### src/hdl/css_pkg.sv
// Shared types, codes and helpers for the comment and whitespace stripper.
// Used by css_scan, css_queue and comment_space_stripper. No dependencies.
`default_nettype none

package css_pkg;

    // Deepest block comment nesting that is still counted
    localparam int MAX_NEST = 255;
    localparam int NEST_W   = $clog2(MAX_NEST + 1);

    // Scan modes
    localparam logic [1:0] MODE_NORMAL = 2'd0;
    localparam logic [1:0] MODE_LINE   = 2'd1;
    localparam logic [1:0] MODE_BLOCK  = 2'd2;

    // Last unpaired mark seen inside a block comment
    localparam logic [1:0] MARK_NONE  = 2'd0;
    localparam logic [1:0] MARK_SLASH = 2'd1;
    localparam logic [1:0] MARK_STAR  = 2'd2;

    // End result error codes
    localparam logic [1:0] ERR_OK       = 2'd0;
    localparam logic [1:0] ERR_UNCLOSED = 2'd1;
    localparam logic [1:0] ERR_OVERFLOW = 2'd2;

    // Characters of interest
    localparam logic [7:0] CH_SLASH = 8'h2F;
    localparam logic [7:0] CH_STAR  = 8'h2A;
    localparam logic [7:0] CH_LF    = 8'h0A;
    localparam logic [7:0] CH_SPACE = 8'h20;
    localparam logic [7:0] CH_TAB   = 8'h09;
    localparam logic [7:0] CH_CR    = 8'h0D;

    // One output beat
    typedef struct packed {
        logic [7:0] out_char;
        logic       gap_before;
        logic       is_end;
        logic [1:0] error_code;
    } result_t;

    // Whitespace: tab through carriage return, and space
    function automatic logic is_space(input logic [7:0] c);
        return (c == CH_SPACE) || ((c >= CH_TAB) && (c <= CH_CR));
    endfunction

endpackage

`default_nettype wire

### src/hdl/css_scan.sv
// Scanner state and the per-byte update; produces up to two results a beat.
// Depends on css_pkg.
`default_nettype none

module css_scan
(
    input  wire logic              clk,
    input  wire logic              rst_n,
    input  wire logic              take,
    input  wire logic [7:0]        in_char,
    input  wire logic              end_of_text,
    output logic [1:0]             res_count,
    output css_pkg::result_t       res0,
    output css_pkg::result_t       res1
);
    import css_pkg::*;

    logic [1:0]        mode_reg, mode_next;
    logic              slash_reg, slash_next;
    logic [1:0]        mark_reg, mark_next;
    logic [NEST_W-1:0] depth_reg, depth_next;
    logic              gap_reg, gap_next;
    logic              ovf_reg, ovf_next;

    result_t           slot0, slot1;
    logic [1:0]        cnt;
    logic              finished;
    logic [1:0]        err;

    // Per-byte update
    always_comb
    begin
        mode_next  = mode_reg;
        slash_next = slash_reg;
        mark_next  = mark_reg;
        depth_next = depth_reg;
        gap_next   = gap_reg;
        ovf_next   = ovf_reg;
        slot0      = '0;
        slot1      = '0;
        cnt        = 2'd0;
        finished   = 1'b0;
        err        = ERR_OK;

        if (end_of_text)
        begin
            if (ovf_reg)
                err = ERR_OVERFLOW;
            else if (mode_reg == MODE_BLOCK)
                err = ERR_UNCLOSED;
            if (slash_reg)
            begin
                slot0 = '{out_char: CH_SLASH, gap_before: gap_reg, is_end: 1'b0,
                          error_code: ERR_OK};
                slot1 = '{out_char: 8'd0, gap_before: 1'b0, is_end: 1'b1,
                          error_code: err};
                cnt   = 2'd2;
            end
            else
            begin
                slot0 = '{out_char: 8'd0, gap_before: gap_reg, is_end: 1'b1,
                          error_code: err};
                cnt   = 2'd1;
            end
            mode_next  = MODE_NORMAL;
            slash_next = 1'b0;
            mark_next  = MARK_NONE;
            depth_next = '0;
            gap_next   = 1'b0;
            ovf_next   = 1'b0;
        end
        else
        begin
            case (mode_reg)
                MODE_LINE:
                begin
                    if (in_char == CH_LF)
                        mode_next = MODE_NORMAL;
                end
                MODE_BLOCK:
                begin
                    if ((mark_reg == MARK_SLASH) && (in_char == CH_STAR))
                    begin
                        if (depth_reg >= NEST_W'(MAX_NEST))
                            ovf_next = 1'b1;
                        else
                            depth_next = depth_reg + 1'b1;
                        mark_next = MARK_NONE;
                    end
                    else if ((mark_reg == MARK_STAR) && (in_char == CH_SLASH))
                    begin
                        if (depth_reg <= NEST_W'(1))
                        begin
                            depth_next = '0;
                            mode_next  = MODE_NORMAL;
                        end
                        else
                            depth_next = depth_reg - 1'b1;
                        mark_next = MARK_NONE;
                    end
                    else if (in_char == CH_SLASH)
                        mark_next = MARK_SLASH;
                    else if (in_char == CH_STAR)
                        mark_next = MARK_STAR;
                    else
                        mark_next = MARK_NONE;
                end
                default:
                begin
                    // Held slash resolves first
                    if (slash_reg)
                    begin
                        slash_next = 1'b0;
                        if (in_char == CH_SLASH)
                        begin
                            mode_next = MODE_LINE;
                            finished  = 1'b1;
                        end
                        else if (in_char == CH_STAR)
                        begin
                            mode_next  = MODE_BLOCK;
                            depth_next = NEST_W'(1);
                            mark_next  = MARK_NONE;
                            finished   = 1'b1;
                        end
                        else
                        begin
                            slot0 = '{out_char: CH_SLASH, gap_before: gap_reg,
                                      is_end: 1'b0, error_code: ERR_OK};
                            cnt      = 2'd1;
                            gap_next = 1'b0;
                        end
                    end
                    // Fresh normal byte
                    if (!finished)
                    begin
                        if (is_space(in_char))
                            gap_next = 1'b1;
                        else if (in_char == CH_SLASH)
                            slash_next = 1'b1;
                        else
                        begin
                            if (cnt == 2'd0)
                            begin
                                slot0 = '{out_char: in_char, gap_before: gap_next,
                                          is_end: 1'b0, error_code: ERR_OK};
                                cnt   = 2'd1;
                            end
                            else
                            begin
                                slot1 = '{out_char: in_char, gap_before: gap_next,
                                          is_end: 1'b0, error_code: ERR_OK};
                                cnt   = 2'd2;
                            end
                            gap_next = 1'b0;
                        end
                    end
                end
            endcase
        end
    end

    // State registers
    always_ff @(posedge clk or negedge rst_n)
    begin
        if (!rst_n)
        begin
            mode_reg  <= MODE_NORMAL;
            slash_reg <= 1'b0;
            mark_reg  <= MARK_NONE;
            depth_reg <= '0;
            gap_reg   <= 1'b0;
            ovf_reg   <= 1'b0;
        end
        else if (take)
        begin
            mode_reg  <= mode_next;
            slash_reg <= slash_next;
            mark_reg  <= mark_next;
            depth_reg <= depth_next;
            gap_reg   <= gap_next;
            ovf_reg   <= ovf_next;
        end
    end

    assign res_count = take ? cnt : 2'd0;
    assign res0      = slot0;
    assign res1      = slot1;

endmodule

`default_nettype wire

### src/hdl/css_queue.sv
// Four-entry result queue: takes up to two results a cycle, sends one a beat.
// Depends on css_pkg.
`default_nettype none

module css_queue
(
    input  wire logic              clk,
    input  wire logic              rst_n,
    input  wire logic [1:0]        push_count,
    input  wire css_pkg::result_t  push0,
    input  wire css_pkg::result_t  push1,
    output logic                   room2,
    output logic                   out_valid,
    input  wire logic              out_ready,
    output css_pkg::result_t       out_data
);
    import css_pkg::*;

    result_t    entry_reg [4];
    logic [1:0] wr_ptr_reg, rd_ptr_reg;
    logic [2:0] count_reg, count_next;
    logic       pop;
    logic [1:0] wr_ptr_plus1;

    assign pop          = out_valid && out_ready;
    assign wr_ptr_plus1 = wr_ptr_reg + 2'd1;
    assign count_next   = count_reg + {1'b0, push_count} - {2'b00, pop};

    // Entry storage
    always_ff @(posedge clk)
    begin
        if (push_count != 2'd0)
            entry_reg[wr_ptr_reg] <= push0;
        if (push_count == 2'd2)
            entry_reg[wr_ptr_plus1] <= push1;
    end

    // Pointers and fill count
    always_ff @(posedge clk or negedge rst_n)
    begin
        if (!rst_n)
        begin
            wr_ptr_reg <= 2'd0;
            rd_ptr_reg <= 2'd0;
            count_reg  <= 3'd0;
        end
        else
        begin
            wr_ptr_reg <= wr_ptr_reg + push_count;
            if (pop)
                rd_ptr_reg <= rd_ptr_reg + 2'd1;
            count_reg <= count_next;
        end
    end

    assign room2     = (count_reg <= 3'd2);
    assign out_valid = (count_reg != 3'd0);
    assign out_data  = entry_reg[rd_ptr_reg];

endmodule

`default_nettype wire

### src/hdl/comment_space_stripper.sv
// Top level of the comment and whitespace stripper.
// Depends on css_pkg, css_scan and css_queue.
//
// Usage:
//   Slave stream carries text: tdata = in_char, tlast = end of text (no byte).
//   Master stream carries results: tdata = kept byte (zero on the end beat),
//   tuser = gap_before and error_code, tlast = end result.
//   Each accepted beat is scanned in the cycle it is taken and gives zero,
//   one or two results (a released held slash plus the byte, or a flushed
//   slash plus the end result). Results are registered in a four-entry queue
//   and are offered on the master side in order, behind any already queued.
//   Throughput: one input beat per cycle while the master side takes one
//   result per cycle; a beat that gives two results needs two transfers
//   on the master side. s_axis_tready is high while the queue can hold two
//   more results, so a stalled receiver holds input off after two or three
//   beats that give results (beats that give none keep flowing); no result
//   is dropped.
//   Reset clears the scan state (normal text, no held slash, depth zero)
//   and empties the queue. After the end result the scan state returns to
//   its reset value, ready for the next text.
`default_nettype none

module comment_space_stripper
(
    input  wire logic       clk,
    input  wire logic       rst_n,
    input  wire logic       s_axis_tvalid,
    output logic            s_axis_tready,
    input  wire logic [7:0] s_axis_tdata,   // [7:0] in_char
    input  wire logic       s_axis_tlast,   // end_of_text
    output logic            m_axis_tvalid,
    input  wire logic       m_axis_tready,
    output logic [7:0]      m_axis_tdata,   // [7:0] out_char
    output logic [2:0]      m_axis_tuser,   // [0] gap_before, [2:1] error_code
    output logic            m_axis_tlast    // is_end
);
    import css_pkg::*;

    logic       take;
    logic       room2;
    logic [1:0] res_count;
    result_t    res0, res1;
    result_t    head;

    assign s_axis_tready = room2;
    assign take          = s_axis_tvalid && room2;

    // Scanner
    css_scan u_scan
    (
        .clk         (clk),
        .rst_n       (rst_n),
        .take        (take),
        .in_char     (s_axis_tdata),
        .end_of_text (s_axis_tlast),
        .res_count   (res_count),
        .res0        (res0),
        .res1        (res1)
    );

    // Result queue
    css_queue u_queue
    (
        .clk        (clk),
        .rst_n      (rst_n),
        .push_count (res_count),
        .push0      (res0),
        .push1      (res1),
        .room2      (room2),
        .out_valid  (m_axis_tvalid),
        .out_ready  (m_axis_tready),
        .out_data   (head)
    );

    assign m_axis_tdata = head.out_char;
    assign m_axis_tuser = {head.error_code, head.gap_before};
    assign m_axis_tlast = head.is_end;

endmodule

`default_nettype wire

### config.mk
export PLATFORM = sky130hd
export DESIGN_NAME = comment_space_stripper
export DESIGN_NICKNAME = d
export VERILOG_FILES = /design/src/hdl/css_pkg.sv /design/src/hdl/css_scan.sv /design/src/hdl/css_queue.sv /design/src/hdl/comment_space_stripper.sv
export SDC_FILE = /design/constraint.sdc
export NUM_CORES = 1
export LEC_CHECK = 0
export BUFFER_PORTS_ARGS = -buffer_cell sky130_fd_sc_hd__buf_4
export CAP_MARGIN = 20
export CORE_AREA = 2 2 91 93
export DETAILED_ROUTE_END_ITERATION = 8
export DIE_AREA = 0 0 93 95
export PLACE_DENSITY = 0.72
export SETUP_SLACK_MARGIN = 0.05
export SLEW_MARGIN = 20
export SYNTH_ARGS = -nofsm -noshare
export SYNTH_HDL_FRONTEND = slang
export SYNTH_SLANG_ARGS = --single-unit
### constraint.sdc
create_clock -name clk -period 4.4 [get_ports clk]
set_input_delay 0.22 -clock clk [delete_from_list [all_inputs] [get_ports clk]]
set_output_delay 0.22 -clock clk [all_outputs]
set_load 0.01 [all_outputs]
==> Word level (Yosys, flattened, before mapping) <==
Memory sizes are Yosys's and may differ from the RTL's.
Cells that the tools add are included.
{ "totals": {"ram_bits": 48, "in_bits": 13, "n_memories": 1, "register_bits": 22, "out_inout_bits": 14, "word_cells": 147} }
{ "mem_list": {"columns": ["name", "depth", "word_bits", "read_ports", "rd_ports_with_merged_regs", "write_ports", "line_no", "rtl"], "rows": [
  ["u_queue.entry_reg", 4, 12, 1, 0, 2, "css_queue.sv:19", "result_t entry_reg [4];"]
]} }
{ "classes": {"n_mux": 85, "magnitude_cmp": 5, "addsub": 7, "reduce_logical": 22, "eq_ne": 18} }
{ "op_table": {"columns": ["operator", "n"], "rows": [
  ["$mux W12", 14],
  ["$mux W8", 8],
  ["$mux W2", 29],
  ["$mux W1", 28],
  ["$eq A8 B6 Y1 const B", 3],
  ["$mux W10", 2],
  ["$pmux W8 S2", 1],
  ["$reduce_and A7 Y1", 2],
  ["$ne A3 B3 Y1 const B", 3],
  ["$reduce_bool A3 Y1", 3],
  ["$add A8 B1 Y8 const B", 1],
  ["$eq A8 B4 Y1 const B", 1],
  ["$ge A8 B4 Y1 const B", 1],
  ["$ge A8 B8 Y1 const B", 1],
  ["$le A8 B1 Y1 const B", 1],
  ["$le A8 B4 Y1 const B", 1],
  ["$ne A4 B4 Y1 const B", 2],
  ["$pmux W2 S2", 2],
  ["$reduce_bool A2 Y1", 4],
  ["$sub A8 B1 Y8 const B", 1],
  ["$eq A2 B2 Y1 const B", 3],
  ["$ne A3 B2 Y1 const B", 2],
  ["$logic_and A1 B1 Y1", 5],
  ["$reduce_and A5 Y1", 1],
  ["16 further kinds", 18]
]} }

==> Longest topological paths before layout <==
Gate-level depths: netlist (run 1).
{ "logic_depth": {"word_depth": 17, "depth_mapped": 14, "ltp_nobuf": 13} }

==> Modules after synthesis <==
A second synthesis (run 1) with hierarchy kept.
{ "unflattened": {"cells_unflattened": 357, "area_unflattened_um2": 4626.9} }
{ "modules_own_cells": {"columns": ["mod", "cells_per_inst", "seq_area_each_um2", "n_inst", "area_each_um2"], "rows": [
  ["css_queue", 156, 1616.6, 1, 2952.8],
  ["css_scan", 200, 375.4, 1, 1667.8],
  ["comment_space_stripper", 1, 0.0, 1, 6.3]
]} }

==> Least setup slack after synthesis (run 1) <==
OpenSTA, ideal clock, no wires.
{ "synth_timing": {"kind": "input to register", "startpoint": "input s_axis_tdata[4]", "endpoint": "register u_queue.count_reg[2]", "required_time_ns": 4.277, "t_arrival_ns": 3.339, "path_slack_ns": 0.939, "path_buffers": 1, "setup_ns": 0.123, "path_stages": 14, "path_cell_list": "or4b_1 -> clkbuf_1 -> nor2_1 -> nand3_1 -> ha_1 -> a221o_1 -> and3_4 -> o21ai_0 -> xor2_1 -> ha_1 -> inv_1 -> fa_1 -> xor2_1 -> xnor2_1"} }
{ "synth_between": {"elab_chain_cells": 16, "elab_cells_between_ends": 27, "cone_classes": "add/sub: 2; order compare: 2; eq/ne: 3; mux: 17; reduce/logical: 3"} }
{ "synth_lines": {"columns": ["element", "line_no", "rtl"], "rows": [
  ["from (decl)", "comment_space_stripper.sv:29", "input wire logic [7:0] s_axis_tdata,"],
  ["$eq A8 B6 Y1", "css_scan.sv:119", "else if (in_char == CH_STAR)"],
  ["$mux W1", "css_scan.sv:119", null],
  ["$mux W2", "css_scan.sv:114", "if (in_char == CH_SLASH)"],
  ["$mux W2", "css_scan.sv:111", "if (slash_reg)"],
  ["$mux W2", "css_scan.sv:74", "case (mode_reg)"],
  ["$mux W2", "css_scan.sv:45", "if (end_of_text)"],
  ["$logic_not A2 Y1", "css_scan.sv:143", "if (cnt == 2'd0)"],
  ["$mux W2", "css_scan.sv:143", null],
  ["$mux W2", "css_scan.sv:139", "else if (in_char == CH_SLASH)"],
  ["$mux W2", "css_scan.sv:137", "if (is_space(in_char))"],
  ["$mux W2 *", "css_scan.sv:135", "if (!finished)"],
  ["$mux W2 *", "css_scan.sv:74", null],
  ["$mux W2 *", "css_scan.sv:45", null],
  ["$mux W2 *", "css_scan.sv:186", "assign res_count = take ? cnt : 2'd0;"],
  ["$add A3 B2 Y3 *", "css_queue.sv:27", "assign count_next = count_reg + {1'b0, push_count} - {2'b00, pop};"],
  ["$sub A3 B1 Y3 *", "css_queue.sv:27", null],
  ["net u_queue.count_next[2]", "css_queue.sv:21", "logic [2:0] count_reg, count_next;"],
  ["to (signal assigned)", "css_queue.sv:52", "count_reg <= count_next;"],
  ["to (decl)", "css_queue.sv:21", null]
]} }
The timed path passes the listed nets; every way through them passes the cells marked *. The select of a mux whose other input is x is not followed.
A chain may end at the register's enable or synchronous reset.

==> Worst setup path in the final report (run 1) <==
Same ends and word-level chain as after synthesis.

==> out/metrics.cfg, run 1 <==
[placement]
placed_cell_area_mm2=0.00448
hpwl_um=6580
gp_congestion=0.851
io_buffers=26

[worst_setup_path]
critPathBufInv=2
cpLargestDelayFamily=simple AND/OR/NAND/NOR gates
cpPeakStageDelay_ps=690
endpoint_kind=flip-flop
criticalPathCategory=in -> reg
cp_max_fo=9
path_cells=buf_4, or4b_1, nor2_1, nand3_1, ha_1, a221o_1, and3_4, o21ai_0, xor2_1, ha_1, inv_1, fa_1, xor2_1, xnor2_1
cp-start-kind=primary input
crit_path_top_delay_cell=or4b_1
cp.arrival_ps=3810
rrSetupSlack_ps=1270
worstPathRequired_ps=4660

[floorplanning]
io_pins=27
fp.dieH_um=95
rows=33
dieArea_mm2=0.00884
start_util_pct=53.3
core_area_mm2=0.00793
die_width_um=93

[layout]
multi_input_area_mm2=0.00208
layout-drive-gt1-share_pct=17.1
area_delta_synth_final_pct=11.8
stdcell_area_mm2=0.00472
nFillCells=663
post-route-util_pct=59.6
seqCellArea_mm2=0.00199
final_nets=421
diodes=0
largest_register_ffs=48

[clock_tree]
clkSinkCount=70
insertion_delay_ps=340
clockBufferDepth=2
cts_tree=built
htreeDepth=3
clk_pin_slew_ps=70
post_cts_buffers=0
cts_buffers=9
post_cts_resized=0
cts-hold-fix-buffers=1
cts-root-buf=clkbuf_8

[sta]
min_period_ps=3540
clock_skew_ps=10.1
hold_viol_final=0
tns_ps=0
fin_crit_sh_pct=80.6
rsz0062_at_grt=false
relSlewSlack_pct=44.6
fmax_mhz=282
tightest_slew_ps=831
finalSetupViolations=0
slew_violations=0

[logic_synthesis]
synth_edf_count=48
synth.area.top_cells=edfxtp_1 (34%), dfrtp_1 (13%), mux2i_1 (7.8%), mux4_2 (6.4%), nand2_1 (2.6%)
yosysUniqueCellTypes=63
syn_area_per_cell_um2=11.2
ys_ff_latch=70
yosys.area.top_type=edfxtp_1
synth_area_mm2=0.00423
ys_async_sr_fraction_pct=31.4
synth_common_cells=edfxtp_1 (48), mux2i_1 (33), nand2_1 (29), nor2_1 (26), dfrtp_1 (22)
synth_top_area_share_pct=34.1
yosys_warnings=0
synth-main-ff-cell=edfxtp_1
synth.most_common_cell=edfxtp_1
netlist_instances=378
ys_seq_area_share_pct=47.1
syn-num-nets=400

[power]
vdd_drop_max_uv=192
powerDensity_mw_per_mm2=463
comb_power_share_pct=30.3
pwr-share-seq_pct=42.0
pwr-share-clk_pct=27.7
p_leak_nw=1.92
switchingPower_w=0.000683
switching_share_pct=31.2
internal_power_w=0.00151

[route]
vias=3083
drc=0
viasPerCell=6.06
wl_um=9340
ant_nets=0
wl_per_cell_um=18.4
drt-initial-drc-count=283
dr.pass1.iters=5

[grt]
grt_pass1_wl_um=15300
grt_antenna_before_repair=0
grt_pass1_vias=2992
track_usage_pct=22.7
grt-ovfl-total=0
grt_start_max_net_pins=27

[worst_hold_path]
hold_path_class=in -> reg

[run_status]
outcome=completed

[flow_run]
cap_violations=0

==> worst paths after layout <==
path                                 startpoint               endpoint  cells past startpoint
max reg2reg                  u_scan.mode_reg[0]   u_queue.count_reg[2]                     12
min in group asynchronous                 rst_n  u_queue.rd_ptr_reg[1]                      2
min                               m_axis_tready  u_queue.rd_ptr_reg[1]                      3
max in group asynchronous                 rst_n  u_queue.wr_ptr_reg[1]                      2
min reg2reg                u_queue.count_reg[2]   u_queue.count_reg[2]                      1
max                             s_axis_tdata[4]   u_queue.count_reg[2]                     14
==> per-stage QoR <==
step	hold WS, ps	instances	worst slack (ps)	power [W]
after global routing	222	509	633	0.00231
after floorplan	-75.6	378	939	0.00137
after detailed placement	132	492	526	0.00161
after global placement	131	492	623	0.00159
after CTS	178	509	866	0.00221
final	187	509	855	0.00219
==> cell type report <==
type                       count  share of cell area [%]
clock buffer                  12                    3.28
clock inverter                 4                    1.64
inverter                      14                    1.11
multi-input combinational    273                    44.0
sequential                    70                    42.2
tap                          105                    2.78
timing repair buffer          31                    4.98
==> per-layer routing <==
metal  vias to the layer above  track usage (%)  part of all wire (%)  wire length (um)
met3                        12             3.19                   3.4               321
met5                         -                0                     0                 0
li1                       1478                -                     -                 -
met2                        96             41.1                    51              4780
met4                         0             6.25                   1.3               125
met1                      1497             28.5                    44              4110
==> power by group through the flow <==
| stage | Clock (W) | Sequential (W) | Combinational (W) |
|---|---|---|---|
| after floorplan | 0 | 0.000858 | 0.000509 |
| after global placement | 0 | 0.000935 | 0.000653 |
| after detailed placement | 0 | 0.000939 | 0.000666 |
| after CTS | 0.000612 | 0.000924 | 0.000669 |
| after global routing | 0.000639 | 0.000941 | 0.000729 |
| final | 0.000606 | 0.000919 | 0.000664 |
==> logic make-up after synthesis <==
group | Yosys count | share of synthesized area (%)
adder cells (fa/ha/maj) | 9 | 2.84
multiplexers | 45 | 14.2
flip-flops | 70 | 47.1
XOR/XNOR | 12 | 2.49
AND/OR/NAND/NOR | 121 | 15.7
AO/OA/AOI/OAI | 86 | 14.0
buffers and inverters | 35 | 3.61
==> cell usage in the layout, fill, tap and decap left out, types with 7 or more instances in the layout <==
cell type / Yosys / routed
mux2i_1: 33 / 33
inv_1: 13 / 13
o22ai_1: 7 / 7
dfrtp_1: 22 / 22
o21ai_0: 20 / 20
edfxtp_1: 48 / 48
a21oi_1: 19 / 19
clkbuf_8: 0 / 11
buf_4: 0 / 30
ha_1: 8 / 8
nor2_1: 26 / 26
nand3_1: 11 / 11
xnor2_1: 9 / 9
nand2_1: 29 / 29
mux4_2: 12 / 12
==> worst reg2reg max path, stage by stage (launching register included) <==
cell,delay (ps)
dfrtp_1,390
inv_1,60
ha_1,400
nand2b_1,170
a311oi_1,440
and3_4,290
o21ai_0,170
xor2_1,230
ha_1,160
inv_1,50
fa_1,370
xor2_1,200
xnor2_1,140
Power figures use the tool's default switching activity.
==> run 2, diff against run 1 <==
--- a/config.mk
+++ b/config.mk
@@ -10,7 +10,7 @@
 export CORE_AREA = 2 2 91 93
 export DETAILED_ROUTE_END_ITERATION = 8
 export DIE_AREA = 0 0 93 95
-export PLACE_DENSITY = 0.72
+export PLACE_DENSITY = 0.75
 export SETUP_SLACK_MARGIN = 0.05
 export SLEW_MARGIN = 20
 export SYNTH_ARGS = -nofsm -noshare
==> constraint.sdc (replaced) <==
create_clock -name clk -period 2.95 [get_ports clk]
set_input_delay 0.1475 -clock clk [delete_from_list [all_inputs] [get_ports clk]]
set_output_delay 0.1475 -clock clk [all_outputs]
set_load 0.01 [all_outputs]
==> out/metrics.cfg, run 2 (synthesis gave the netlist of run 1 again) <==
[clock_tree]
cts_buffers=9  ; unchanged
insertion_delay_ps=350  ; about the same
clkSinkCount=70  ; unchanged
post_cts_buffers=0  ; unchanged
clockBufferDepth=2  ; unchanged
cts-root-buf=clkbuf_8
cts_tree=built
htreeDepth=3  ; unchanged
clk_pin_slew_ps=80  ; about the same

[placement]
hpwl_um=6970  ; +5.9%
placed_cell_area_mm2=0.00475  ; +6.0%
io_buffers=26  ; unchanged
gp_congestion=0.884  ; +3.9%
dp.cells=517  ; +5.1%

[power]
comb_power_share_pct=33.3  ; +3.0 points
switchingPower_w=0.00106  ; +56%
p_leak_nw=2.04  ; +6.0%
pwr-share-clk_pct=24.0  ; -3.7 points
vdd_drop_max_uv=320  ; +67%
pwr-share-seq_pct=42.7  ; +0.7 points
internal_power_w=0.00217  ; +44%
switching_share_pct=32.9  ; +1.7 points
powerDensity_mw_per_mm2=652  ; +41%

[worst_setup_path]
cp-start-kind=primary input
worstSetupStartpoint=s_axis_tdata[4]
criticalPathCategory=in -> reg
endpoint_kind=flip-flop
path_cells=buf_4, or4b_1, nor2_4, nand3_2, ha_1, a221o_1, and3_4, o21ai_4, xor2_1, ha_2, inv_1, fa_2, xor2_1, xnor2_1
cpLargestDelayFamily=simple AND/OR/NAND/NOR gates
cpPeakStageDelay_ps=590  ; -100 ps
r2r-start=u_scan.mode_reg[0]
critPathBufInv=2  ; unchanged
cp.arrival_ps=3020  ; -790 ps
critPathMostFrequentCell=xor2_1
cp_max_fo=2  ; -7
crit_path_top_delay_cell=or4b_1
worstPathRequired_ps=3180  ; -1480 ps

[route]
viasPerCell=6.14  ; +1.4%
wl_um=9770  ; +4.6%
drt-initial-drc-count=257  ; -9.2%
ant_nets=0  ; unchanged
wl_per_cell_um=18.3  ; -0.33%
drc=0  ; unchanged
vias=3279  ; +6.4%
dr.pass1.iters=5  ; unchanged

[floorplanning]
start_util_pct=53.3  ; unchanged
core_area_mm2=0.00793  ; unchanged
rows=33  ; unchanged
fp.dieH_um=95  ; unchanged
die_width_um=93  ; unchanged
dieArea_mm2=0.00884  ; unchanged
io_pins=27  ; unchanged

[sta]
rsz0062_at_grt=true
fmax_mhz=359
fin_crit_sh_pct=94.5
tightest_slew_ps=838  ; +6.34 ps
min_period_ps=2790
clock_skew_ps=9.53  ; -0.520 ps
tns_ps=0  ; unchanged
hold_viol_final=0  ; unchanged
finalSetupViolations=0  ; unchanged
slew_violations=0  ; unchanged
relSlewSlack_pct=44.2  ; -0.42 points

[layout]
layout-drive-gt1-share_pct=23.8  ; +6.7 points
largest_register_ffs=48  ; unchanged
area_delta_synth_final_pct=17.5
diodes=0  ; unchanged
layout_commonest_cell=buf_4
nFillCells=640  ; -3.5%
mostFrequentLayoutCells=buf_4 (51), edfxtp_1 (48), mux2i_1 (33)
final_nets=446  ; +5.9%
layout.cells.non_filler=534  ; +4.9%
stdcell_area_mm2=0.00496  ; +5.1%
post-route-util_pct=62.6  ; +3.0 points

[worst_hold_path]
hp-start=m_axis_tready
hold_path_class=in -> reg

[grt]
grt_antenna_before_repair=0  ; unchanged
grt_pass1_wl_um=15700  ; +3.0%
grt-ovfl-total=0  ; unchanged
grt_start_max_net_pins=27  ; unchanged
grt_pass1_vias=3215  ; +7.5%
track_usage_pct=23.4  ; +0.70 points

[flow_run]
cap_violations=0  ; unchanged

[run_status]
outcome=completed

[run 2: cell count changes in the layout (fill, tap and decap cells not counted), moves of 2 or more]
cell	before	now
buf_4	30	51
buf_12	0	4
clkinv_2	0	3
clkbuf_8	11	9
[run 2: worst paths after layout]
path / endpoint / slack [ps] / cells after the start
min in group asynchronous: u_scan.depth_reg[1] / 220 / 2
setup / recovery: u_queue.count_reg[2] / 160 / 14
setup reg to reg: u_queue.count_reg[2] / 200 / 12
max in group asynchronous: u_queue.count_reg[2] / 2490 / 2
hold reg to reg: u_queue.count_reg[2] / 490 / 1
hold / removal: u_queue.rd_ptr_reg[1] / 120 / 3
[run 2: layer usage]
metal,up-vias,wire (um),global-route usage [%],part of all wire (%)
li1,1532,-,-,-
met5,-,0,0,0
met3,19,488,3.91,5.0
met1,1615,4010,28.3,41
met4,0,201,9.31,2.1
met2,113,5070,41.7,52
[run 2: final cells by class]
| cell class | instances | area (um^2) | share of cell area [%] |
|---|---|---|---|
| clock buffers | 10 | 128 | 2.57 |
| clock inverters | 6 | 62.6 | 1.26 |
| inverters | 14 | 52.6 | 1.06 |
| multi-input cells | 273 | 2120 | 42.8 |
| flip-flops and latches | 70 | 1990 | 40.1 |
| well taps | 105 | 131 | 2.65 |
| repair buffers | 56 | 473 | 9.53 |
[run 2: what timing repair did]
item                                    CTS  global route
endpoints found under the setup margin    0            14
hold endpoints to repair                 22             0
hold buffers                              1             0
resized for setup                         0             2
[run 2: worst register-to-register path: cells and delay by family (launching register included)]
family,cells,cell delay [ps]
and+or+nand+nor,2,380
xor gates and xnor gates,3,450
AOI/OAI and AO/OA,2,390
buffers and inverters,2,100
adders and majority gates,3,920
DFF,1,390
[run 2: per-stage QoR]
step	hold WS [ps]	total power (W)	setup slack (ps)
2_1_floorplan	-148	0.00205	-87.8
3_3_place_gp	54.9	0.00243	-104
3_5_place_dp	61.1	0.00248	-185
4_1_cts	117	0.00324	74.1
5_1_grt	129	0.00339	-10.7
6_report	124	0.00323	161
[run 2: power groups by stage]
stage | sequential (W) | combinational [W] | clock (W)
3_5_place_dp | 0.00141 | 0.00108 | 0
4_1_cts | 0.00138 | 0.00108 | 0.000776
6_report | 0.00138 | 0.00108 | 0.000776
5_1_grt | 0.00140 | 0.00117 | 0.000817
2_1_floorplan | 0.00128 | 0.000774 | 0
3_3_place_gp | 0.00140 | 0.00103 | 0
